$ cat config.mk
export PLATFORM = sky130hd
export DESIGN_NAME = mwo_wave_shaper
export DESIGN_NICKNAME = d
export VERILOG_FILES = /design/src/rtl/core/mwo_pkg.sv /design/src/rtl/core/mwo_wave_shaper.sv
export SDC_FILE = /design/constraint.sdc
export NUM_CORES = 1
export LEC_CHECK = 0
export ABC_AREA = 0
export ABC_CLOCK_PERIOD_IN_PS = 1500
export BUFFER_PORTS_ARGS = -buffer_cell sky130_fd_sc_hd__buf_2
export CAP_MARGIN = 25
export CORE_UTILIZATION = 47
export DETAILED_ROUTE_END_ITERATION = 12
export GPL_TIMING_DRIVEN = 0
export PLACE_DENSITY = 0.81
export SYNTH_ARGS = -nofsm -noshare
export SYNTH_HDL_FRONTEND = slang
export SYNTH_SLANG_ARGS = --single-unit
export TNS_END_PERCENT = 20
$ cat constraint.sdc
create_clock -name vclk -period 1.5
set_input_delay 0.075 -clock vclk [all_inputs]
set_output_delay 0.075 -clock vclk [all_outputs]
set_load 0.01 [all_outputs]
$ cat src/rtl/core/mwo_pkg.sv
// Shared constants, types and the quarter-wave sine table builder for the oscillator.
package mwo_pkg;

  localparam int PHASE_BITS  = 32;
  localparam int SAMPLE_BITS = 16;
  localparam int TABLE_BITS  = 10;
  localparam int STEP_BITS   = 32;
  localparam int MODE_BITS   = 2;

  localparam int QUAD_BITS  = PHASE_BITS - 2;
  localparam int TAB_N      = 1 << TABLE_BITS;
  localparam int ADDR_BITS  = TABLE_BITS + 1;
  localparam int MAG_BITS   = SAMPLE_BITS - 1;
  localparam int FULL_SCALE = (1 << (SAMPLE_BITS - 1)) - 1;
  localparam int TRI_CUT    = (QUAD_BITS > 36) ? (QUAD_BITS - 36) : 0;
  localparam int TRI_BITS   = QUAD_BITS - TRI_CUT;
  localparam int SAW_CUT    = (PHASE_BITS > 38) ? (PHASE_BITS - 38) : 0;
  localparam int SAW_BITS   = PHASE_BITS - SAW_CUT;

  localparam logic [63:0] HALF_PI_Q30 = 64'h6487ED51;
  localparam logic [63:0] ONE_Q30     = 64'd1 << 30;

  typedef enum logic [MODE_BITS-1:0] {
    MODE_SINE     = 2'd0,
    MODE_SQUARE   = 2'd1,
    MODE_TRIANGLE = 2'd2,
    MODE_SAWTOOTH = 2'd3
  } mode_e;

  typedef logic [MAG_BITS-1:0] sine_word_t;
  typedef sine_word_t sine_tab_t [TAB_N+1];

  // Metadata that rides alongside the table read into the shaping stage.
  typedef struct packed {
    mode_e                  mode;
    logic [1:0]             quad;
    logic [MAG_BITS-1:0]    tri_mag;
    logic [SAMPLE_BITS-1:0] saw_raw;
  } shape_meta_t;

  // Shift-subtract quotient, evaluated only while the table is built.
  function automatic logic [63:0] div_u64(logic [63:0] num, logic [63:0] den);
    logic [63:0] quo;
    logic [64:0] part;
    quo  = '0;
    part = '0;
    for (int i = 63; i >= 0; i--) begin
      part = {part[63:0], num[i]};
      if (part >= {1'b0, den}) begin
        part   = part - {1'b0, den};
        quo[i] = 1'b1;
      end
    end
    return quo;
  endfunction

  // One entry: Taylor series of sin in Q30, terms up to x^15, clamped to [0, 1].
  function automatic sine_word_t sine_entry(int k);
    logic [63:0]        x;
    logic [63:0]        x2;
    logic [63:0]        term;
    logic [63:0]        dv;
    logic [63:0]        scaled;
    logic signed [63:0] sum;
    x    = ((64'(k) * HALF_PI_Q30) + 64'(TAB_N / 2)) >> TABLE_BITS;
    x2   = (x * x) >> 30;
    term = x;
    sum  = '0;
    for (int n = 1; n <= 8; n++) begin
      if (n[0]) begin
        sum = sum + $signed(term);
      end else begin
        sum = sum - $signed(term);
      end
      dv   = 64'((2 * n) * (2 * n + 1));
      term = div_u64((term * x2) >> 30, dv);
    end
    if (sum < 0) begin
      sum = '0;
    end
    if (sum > $signed(ONE_Q30)) begin
      sum = $signed(ONE_Q30);
    end
    scaled = (($unsigned(sum) * 64'(FULL_SCALE)) + (64'd1 << 29)) >> 30;
    return scaled[MAG_BITS-1:0];
  endfunction

  function automatic sine_tab_t build_sine_tab();
    sine_tab_t tab;
    for (int k = 0; k <= TAB_N; k++) begin
      tab[k] = sine_entry(k);
    end
    return tab;
  endfunction

endpackage

$ cat src/rtl/core/mwo_wave_shaper.sv
// Final waveform selection: sign, mirror and offset of table and ramp values.
module mwo_wave_shaper (
  input  mwo_pkg::shape_meta_t                meta_i,
  input  logic [mwo_pkg::MAG_BITS-1:0]        sine_mag_i,
  output logic signed [mwo_pkg::SAMPLE_BITS-1:0] sample_o
);
  import mwo_pkg::*;

  localparam logic signed [SAMPLE_BITS-1:0] Fs = SAMPLE_BITS'(FULL_SCALE);

  logic signed [SAMPLE_BITS-1:0] sine_v;
  logic signed [SAMPLE_BITS-1:0] tri_m;
  logic signed [SAMPLE_BITS-1:0] tri_v;

  always_comb begin
    sine_v = $signed({1'b0, sine_mag_i});
    if (meta_i.quad[1]) begin
      sine_v = -sine_v;
    end
    tri_m = $signed({1'b0, meta_i.tri_mag});
    case (meta_i.quad)
      2'd0:    tri_v = tri_m;
      2'd1:    tri_v = Fs - tri_m;
      2'd2:    tri_v = -tri_m;
      default: tri_v = tri_m - Fs;
    endcase
  end

  always_comb begin
    unique case (meta_i.mode)
      MODE_SINE:     sample_o = sine_v;
      // zero at phase 0 and half cycle gives the negative level
      MODE_SQUARE:   sample_o = ((sine_mag_i != '0) && !meta_i.quad[1]) ? Fs : -Fs;
      MODE_TRIANGLE: sample_o = tri_v;
      MODE_SAWTOOTH: sample_o = $signed(meta_i.saw_raw) - Fs;
      default:       sample_o = sine_v;
    endcase
  end

endmodule

== Word level (Yosys, flattened, before mapping) ==
Index checks and enable logic that the tools add are counted.

* Register bits: 0
* Input port bits: 50
* Output and inout port bits: 16

* Add/subtract/negate cells: 5
* Equal/unequal tests: 5
* Muxes and demuxes: 4
* Reductions and logical operators: 5

{| class="wikitable"
|+ Operators by type and width
! cell !! number
|-
| 16-bit case mux with 4 select lines || 1
|-
| 16-bit case mux with 3 select lines || 1
|-
| 16-bit two-way mux || 2
|-
| 15-bit negator with 16-bit output || 2
|-
| 15-bit by 15-bit subtractor with 16-bit output, first input constant || 1
|-
| 15-bit by 15-bit subtractor with 16-bit output, second input constant || 1
|-
| 16-bit subtractor, second input constant || 1
|-
| 15-bit nonzero test || 1
|-
| 2-bit equality test, second input constant || 3
|-
| 2-bit by 1-bit equality test with 1-bit output, second input constant || 2
|-
| 2-bit zero test || 2
|-
| 1-bit logical AND || 1
|-
| 1-bit zero test || 1
|}

== Depth between registers and ports, before layout ==
Gate-level depths: netlist (run 1).

* Depth after elaboration: 4
* Depth in mapped cells: 9

== Least setup slack after synthesis (run 1) ==
OpenSTA, ideal clock, no wires.

* Kind: in2out
* Start: input meta_i[23] in the netlist's numbering
* End: output sample_o[13] in the netlist's numbering
* Arrival: 1.500 ns
* Path slack: -0.075 ns
* Stages on the path: 7
* Path buffers: 1
* Path through: buf_4 or4_4 nor2_1 a21oi_1 o21ai_0 xor2_1 o211ai_1

* Cells in the longest elaborated chain, start to end: 3
* Elaborated cells between the ends (all ways): 5
* Those cells by class: 3 x add/sub; 2 x mux

{| class="wikitable"
|+ Ends and longest elaborated chain
! what !! RTL line !! text
|-
| from (decl) || mwo_wave_shaper.sv:3 || <nowiki>input mwo_pkg::shape_meta_t meta_i,</nowiki>
|-
| 15-bit by 15-bit subtractor with 16-bit output (tied with other cells) || mwo_wave_shaper.sv:25 || <nowiki>default: tri_v = tri_m - Fs;</nowiki>
|-
| 16-bit case mux with 3 select lines * || mwo_wave_shaper.sv:21 || <nowiki>case (meta_i.quad)</nowiki>
|-
| 16-bit case mux with 4 select lines * || mwo_wave_shaper.sv:30 || <nowiki>unique case (meta_i.mode)</nowiki>
|-
| to (decl) || mwo_wave_shaper.sv:5 || <nowiki>output logic signed [mwo_pkg::SAMPLE_BITS-1:0] sample_o</nowiki>
|}

Every way passes the cells marked *; elsewhere a longest branch is shown, timed or not.

== Final worst setup path (run 1) ==
* Start: input sine_mag_i[14] in the netlist's numbering
* End: output sample_o[15] in the netlist's numbering

* Cells in the longest elaborated chain, start to end: 4
* Elaborated cells between the ends (all ways): 6
* Those cells by class: 1 x add/sub; 3 x mux; 2 x reduce/logical

{| class="wikitable"
|+ Ends and longest elaborated chain
! what !! RTL line !! text
|-
| from (decl) || mwo_wave_shaper.sv:4 || <nowiki>input logic [mwo_pkg::MAG_BITS-1:0] sine_mag_i,</nowiki>
|-
| parallel branches: the longest is 3 deep, another holds 15-bit negator with 16-bit output || - ||
|-
| 16-bit case mux with 4 select lines * || mwo_wave_shaper.sv:30 ||
|}

Every way passes the cells marked *.

==> run_results.csv, run 1 <==
group,metric,value,unit
finish,design_area,2250,µm²
finish,final_cell_mix,"buf_2 (56), xnor2_1 (25), nand2_1 (24)",
setup_path,worstPathRequired,1.42,ns
yosys,synth-compound-area-share,33.1,%
yosys,synth_top_area_share,13.8,%
finish,regArea,0,µm²
setup_path,crit_start,"sine_mag_i[14]",
pwr,ir_drop,0.140,mV
yosys,synth-simple-area-share,32.6,%
yosys,synth_top_cells_by_area,"xnor2_1 (14%), xor2_1 (8.9%), a21oi_1 (7.6%)",
detailed_routing,route.detailed.wl_per_inst,15.4,µm
setup_path,crit_fanout,2,
die,die_h,60.0,µm
timing,rsz0062_at_grt,"true",
die,initial_core_util,50.6,%
detailed_routing,viasPerCell,6.07,
hold_path,hold_path_depth,3,
yosys,seq_area_frac_synth,0,%
die,dieArea,3600,µm²
hold_path,hp-class,"in -> out",
detailed_routing,vias,2160,
global_routing,grt_pass1_wl,8570,µm
place,hpwl,4010,µm
timing,period_minus_slack,1.83,ns
setup_path,crit_arrival,1.76,ns
timing,worst_pin_slew,0.545,ns
pwr,cellPowerDensity,299,nW/µm²
place,place_area,1950,µm²
pwr,finalPower,0.673,mW
outcome,violations,"negative setup slack",
yosys,synthesis.nets,296,
detailed_routing,drc_errors,0,
detailed_routing,antenna_left,0,
detailed_routing,first_pass_iters,5,
outcome,status,"finished, violations left",
place,port_buffers,62,
finish,nClkBuffers,0,
finish,layoutNonFillerInstCount,356,
die,die_w,60.0,µm
finish,fill_cells,269,
place,gp_congestion,0.960,
yosys,yosysWarnings,0,
yosys,synth_top_family_by_area,"compound AO/OA/AOI/OAI gates",
finish,antenna_cells,0,
hold_path,min-delay-start,"meta_i[0]",
timing,finalSetupViolCount,15,
yosys,yosysTopAreaCell,"xnor2_1",
finish,final_common_cell,"buf_2",
timing,fmax,545,MHz
die,core,3130,µm²
yosys,syn-cell-area,1580,µm²
die,pin_count,66,
timing,holdWs,0.472,ns
detailed_routing,drt-initial-drc-count,152,
timing,min_period_over_period,122,%
detailed_routing,wl,5480,µm
global_routing,grt_antenna_before_repair,0,
timing,slew-limit-headroom,63.7,%
place,dp.cells,348,
finish,final_layout_size_suffix_gt1_share,38.1,%
pwr,leakagePower,0.868,nW
global_routing,grt_overflow,0,
timing,setup_ws,-0.335,ns
setup_path,cp-start-kind,"input pin",
finish,syn2layout_area_growth,42.4,%
yosys,synth_cell_types,56,
yosys,synth-xor-area-share,22.7,%
global_routing,grt_max_degree,11,
timing,maxSlewViolCount,0,
finish,flops_and_latches,0,
yosys,synth_mux_area_share,2.06,%
global_routing,grtUsageTotal,30.5,%
timing,setup_tns,-2.75,ns
setup_path,crit_path_end_kind,"output pin",
global_routing,first_global_vias,1972,
yosys,avgSynthCellArea,6.54,µm²
timing,hold_viol_final,0,
yosys,post_synth_fa_ha_maj_area_fraction,3.16,%
clock_network,ctsHoldBuffers,0,
setup_path,worst-setup-path-type,"in -> out",
yosys,syn_inst,242,
die,placementRows,20,
flow_run,cap_viol_max_count,0,
finish,fin_nets,368,
[area by class of cell]
cell class	count	area [µm²]	share of cell area (%)
multi-input combinational	220	1660	73.5
timing repair buffer	71	435	19.3
buffer	14	76.3	3.39
tap	44	55.1	2.44
inverter	7	30.0	1.33
[logic make-up (layout without fill, tap and decap cells)]
logic type	after synthesis	count (layout)
xor gates and xnor gates	41	41
adders and majority gates	4	4
and+or+nand+nor	95	95
buffers and inverters	22	92
muxes	2	2
AOI/OAI and AO/OA	78	78
[cell usage after synthesis (4+ instances only)]
master    number
nand2_1       25
xnor2_1       25
a21oi_1       24
xor2_1        16
nor2_1        15
nand3_1       11
o21ai_0       10
nor3_1         8
clkbuf_1       7
o211ai_1       7
inv_1          6
a22oi_1        5
and4_1         5
o31ai_1        5
and2_1         4
ha_1           4
nor4_1         4
[critical path, cell delays in order]
cell	delay, ns
buf_6	0.10
or4_4	0.54
or2_4	0.27
buf_4	0.15
a31oi_2	0.11
nor3_1	0.09
a22oi_1	0.25
buf_2	0.18
[worst paths after layout]
path           end
min    sample_o[0]
max   sample_o[15]
[metal layers]
metal	wire (µm)	track usage (%)	vias to the layer above
met2	2710	53.8	103
met3	334	1.52	10
met1	2370	39.4	991
met5	0	0	-
met4	72	9.97	0
li1	-	-	1056
[what timing repair did]
item / 4_1_cts / 5_1_grt
setup buffers: 8 / 1
setup endpoints to repair: 15 / 15
pin swaps: 22 / 15
gates resized for setup: 45 / 20
[stage by stage]
step	setup WS, ns	utilization [%]
2_1_floorplan	-0.0327	-
6_report	-0.335	72.0
4_1_cts	-0.251	69.2
3_5_place_dp	-0.492	62.4
5_1_grt	-0.335	72.0
3_3_place_gp	-0.426	62.4
[report_power, final]
group          switching, mW  internal (mW)
Combinational          0.373          0.300
Sequential                 0              0
Clock                      0              0
Total                  0.373          0.300
Power figures use the tool's default switching activity.
==> run 2, diff against run 1 <==
Settings changed: BUFFER_PORTS_ARGS -buffer_cell sky130_fd_sc_hd__buf_2 to unset, CORE_UTILIZATION 47 to 60, DONT_BUFFER_PORTS set to 1, PLACE_DENSITY 0.81 to 0.78.
==> run 2 against run 1 <==
The flow still finishes with violations (negative setup slack); via count shrank 11%; cell area shrank 19%; sequential share of layout area is the same; fmax grew 11%; count of clock-buffer cells in the layout is the same; first-iteration DRC count shrank 55%; routed wire length shrank 5.4%; non-clock buffer count shrank 66; setup slack gained 0.19 ns; hold slack lost 0.24 ns; final cell count shrank 22%; die area shrank 21%; largest cell class unchanged; highest routed layer unchanged.
==> run_results.csv, run 2 (synthesis results as in run 1) <==
group,metric,value,unit
global_routing,grt_antenna_before_repair,0,
finish,flops_and_latches,0,
finish,fin_nets,302,
finish,regArea,0,µm²
setup_path,crit_buf_inv,2,
outcome,status,"finished, violations left",
pwr,finalPower,0.486,mW
global_routing,grtUsageTotal,34.8,%
timing,rsz0062_at_grt,"true",
hold_path,hp-class,"in -> out",
timing,worst_pin_slew,0.505,ns
detailed_routing,drc_errors,0,
place,preCtsSetupSlack,-0.264,ns
timing,hold_viol_final,0,
setup_path,cp_top_family,"simple AND/OR/NAND/NOR gates",
outcome,violations,"negative setup slack",
detailed_routing,vias,1931,
die,placementRows,18,
global_routing,grt_overflow,0,
place,place_area,1620,µm²
detailed_routing,viasPerCell,7.00,
finish,antenna_cells,0,
finish,final_layout_size_suffix_gt1_share,21.1,%
die,pin_count,66,
flow_run,cap_viol_max_count,0,
detailed_routing,first_pass_iters,4,
timing,period_minus_slack,1.65,ns
die,dieArea,2850,µm²
die,die_h,53.3,µm
timing,min_period_over_period,110,%
finish,multi_input_area,1640,µm²
setup_path,crit_path_end_kind,"output pin",
finish,nClkBuffers,0,
detailed_routing,antenna_left,0,
detailed_routing,route.detailed.wl_per_inst,18.8,µm
timing,setup_tns,-0.712,ns
setup_path,max_stage_delay,0.54,ns
pwr,cellPowerDensity,267,nW/µm²
finish,fill_cells,234,
die,initial_core_util,63.8,%
setup_path,worstPathRequired,1.42,ns
finish,final_core_util,73.4,%
place,hpwl,3690,µm
setup_path,crit_slowest_cell,"or4_4",
setup_path,crit_path_cell_trace,"or4_4 -> buf_4 -> nor2_4 -> buf_4 -> a311oi_1 -> nor3_1 -> a22oi_2",
timing,finalSetupViolCount,9,
global_routing,grt_pass1_wl,7470,µm
finish,final_cell_mix,"xnor2_1 (25), nand2_1 (24), a21oi_1 (21)",
die,die_w,53.3,µm
pwr,ir_drop,0.192,mV
timing,setup_ws,-0.148,ns
setup_path,cp-start-kind,"input pin",
place,gp_congestion,0.926,
setup_path,worst-setup-path-type,"in -> out",
pwr,leakagePower,0.586,nW
finish,final_common_cell,"xnor2_1",
die,core,2480,µm²
global_routing,grt_max_degree,11,
setup_path,worst_path_most_repeated_cell,"buf_4",
setup_path,crit_fanout,6,
finish,syn2layout_area_growth,15.0,%
place,port_buffers,0,
detailed_routing,drt-initial-drc-count,69,
setup_path,crit_arrival,1.57,ns
timing,fmax,607,MHz
timing,maxSlewViolCount,0,
timing,slew-limit-headroom,66.3,%
global_routing,first_global_vias,1694,
detailed_routing,wl,5190,µm
finish,design_area,1820,µm²
-- run 2: changes by cell type in the layout (fill, tap and decap cells not counted), moves of 2 or more --
| cell | change |
|---|---|
| buf_4 | -4 |
| buf_2 | -54 |
| buf_6 | -6 |
| o21ai_1 | -2 |
| a21oi_1 | +2 |
| buf_8 | -2 |
-- run 2: repair_timing --
item	CTS	global route
gates cloned	0	0
setup endpoints to repair	15	15
hold buffers	0	0
pin swaps	11	8
buffers inserted	4	1
gates resized for setup	27	19
-- run 2: area by class of cell --
| class | count | share of cell area [%] |
|---|---|---|
| multi-input cells | 220 | 90.0 |
| plain buffers | 14 | 4.20 |
| repair buffers | 5 | 2.06 |
| well taps | 30 | 2.06 |
| inverters | 7 | 1.65 |
-- run 2: stage by stage --
stage / instances / hold slack, ns
global route: 276 / 0.249
global placement: 272 / 0.236
finish: 276 / 0.234
floorplan: 242 / 0.227
detailed placement: 272 / 0.236
CTS: 275 / 0.237
-- run 2: power breakdown --
part	switching (mW)	leakage [nW]	internal [mW]
sequential	0	0	0
clock	0	0	0
combinational	0.281	0.586	0.205
-- run 2: layer usage --
layer | routed length (µm) | global-route usage, % | up-vias
met5 | 0 | 0 | -
met1 | 2030 | 44.3 | 865
met2 | 2500 | 60.0 | 127
met3 | 568 | 5.46 | 14
met4 | 97 | 8.33 | 0
li1 | - | - | 925
-- run 2: worst paths after layout --
| path | startpoint | to | slack (ns) | cells after the start |
|---|---|---|---|---|
| worst min-delay path | meta_i[0] | sample_o[0] | 0.23 | 1 |
| worst max-delay path | meta_i[20] | sample_o[15] | -0.15 | 7 |
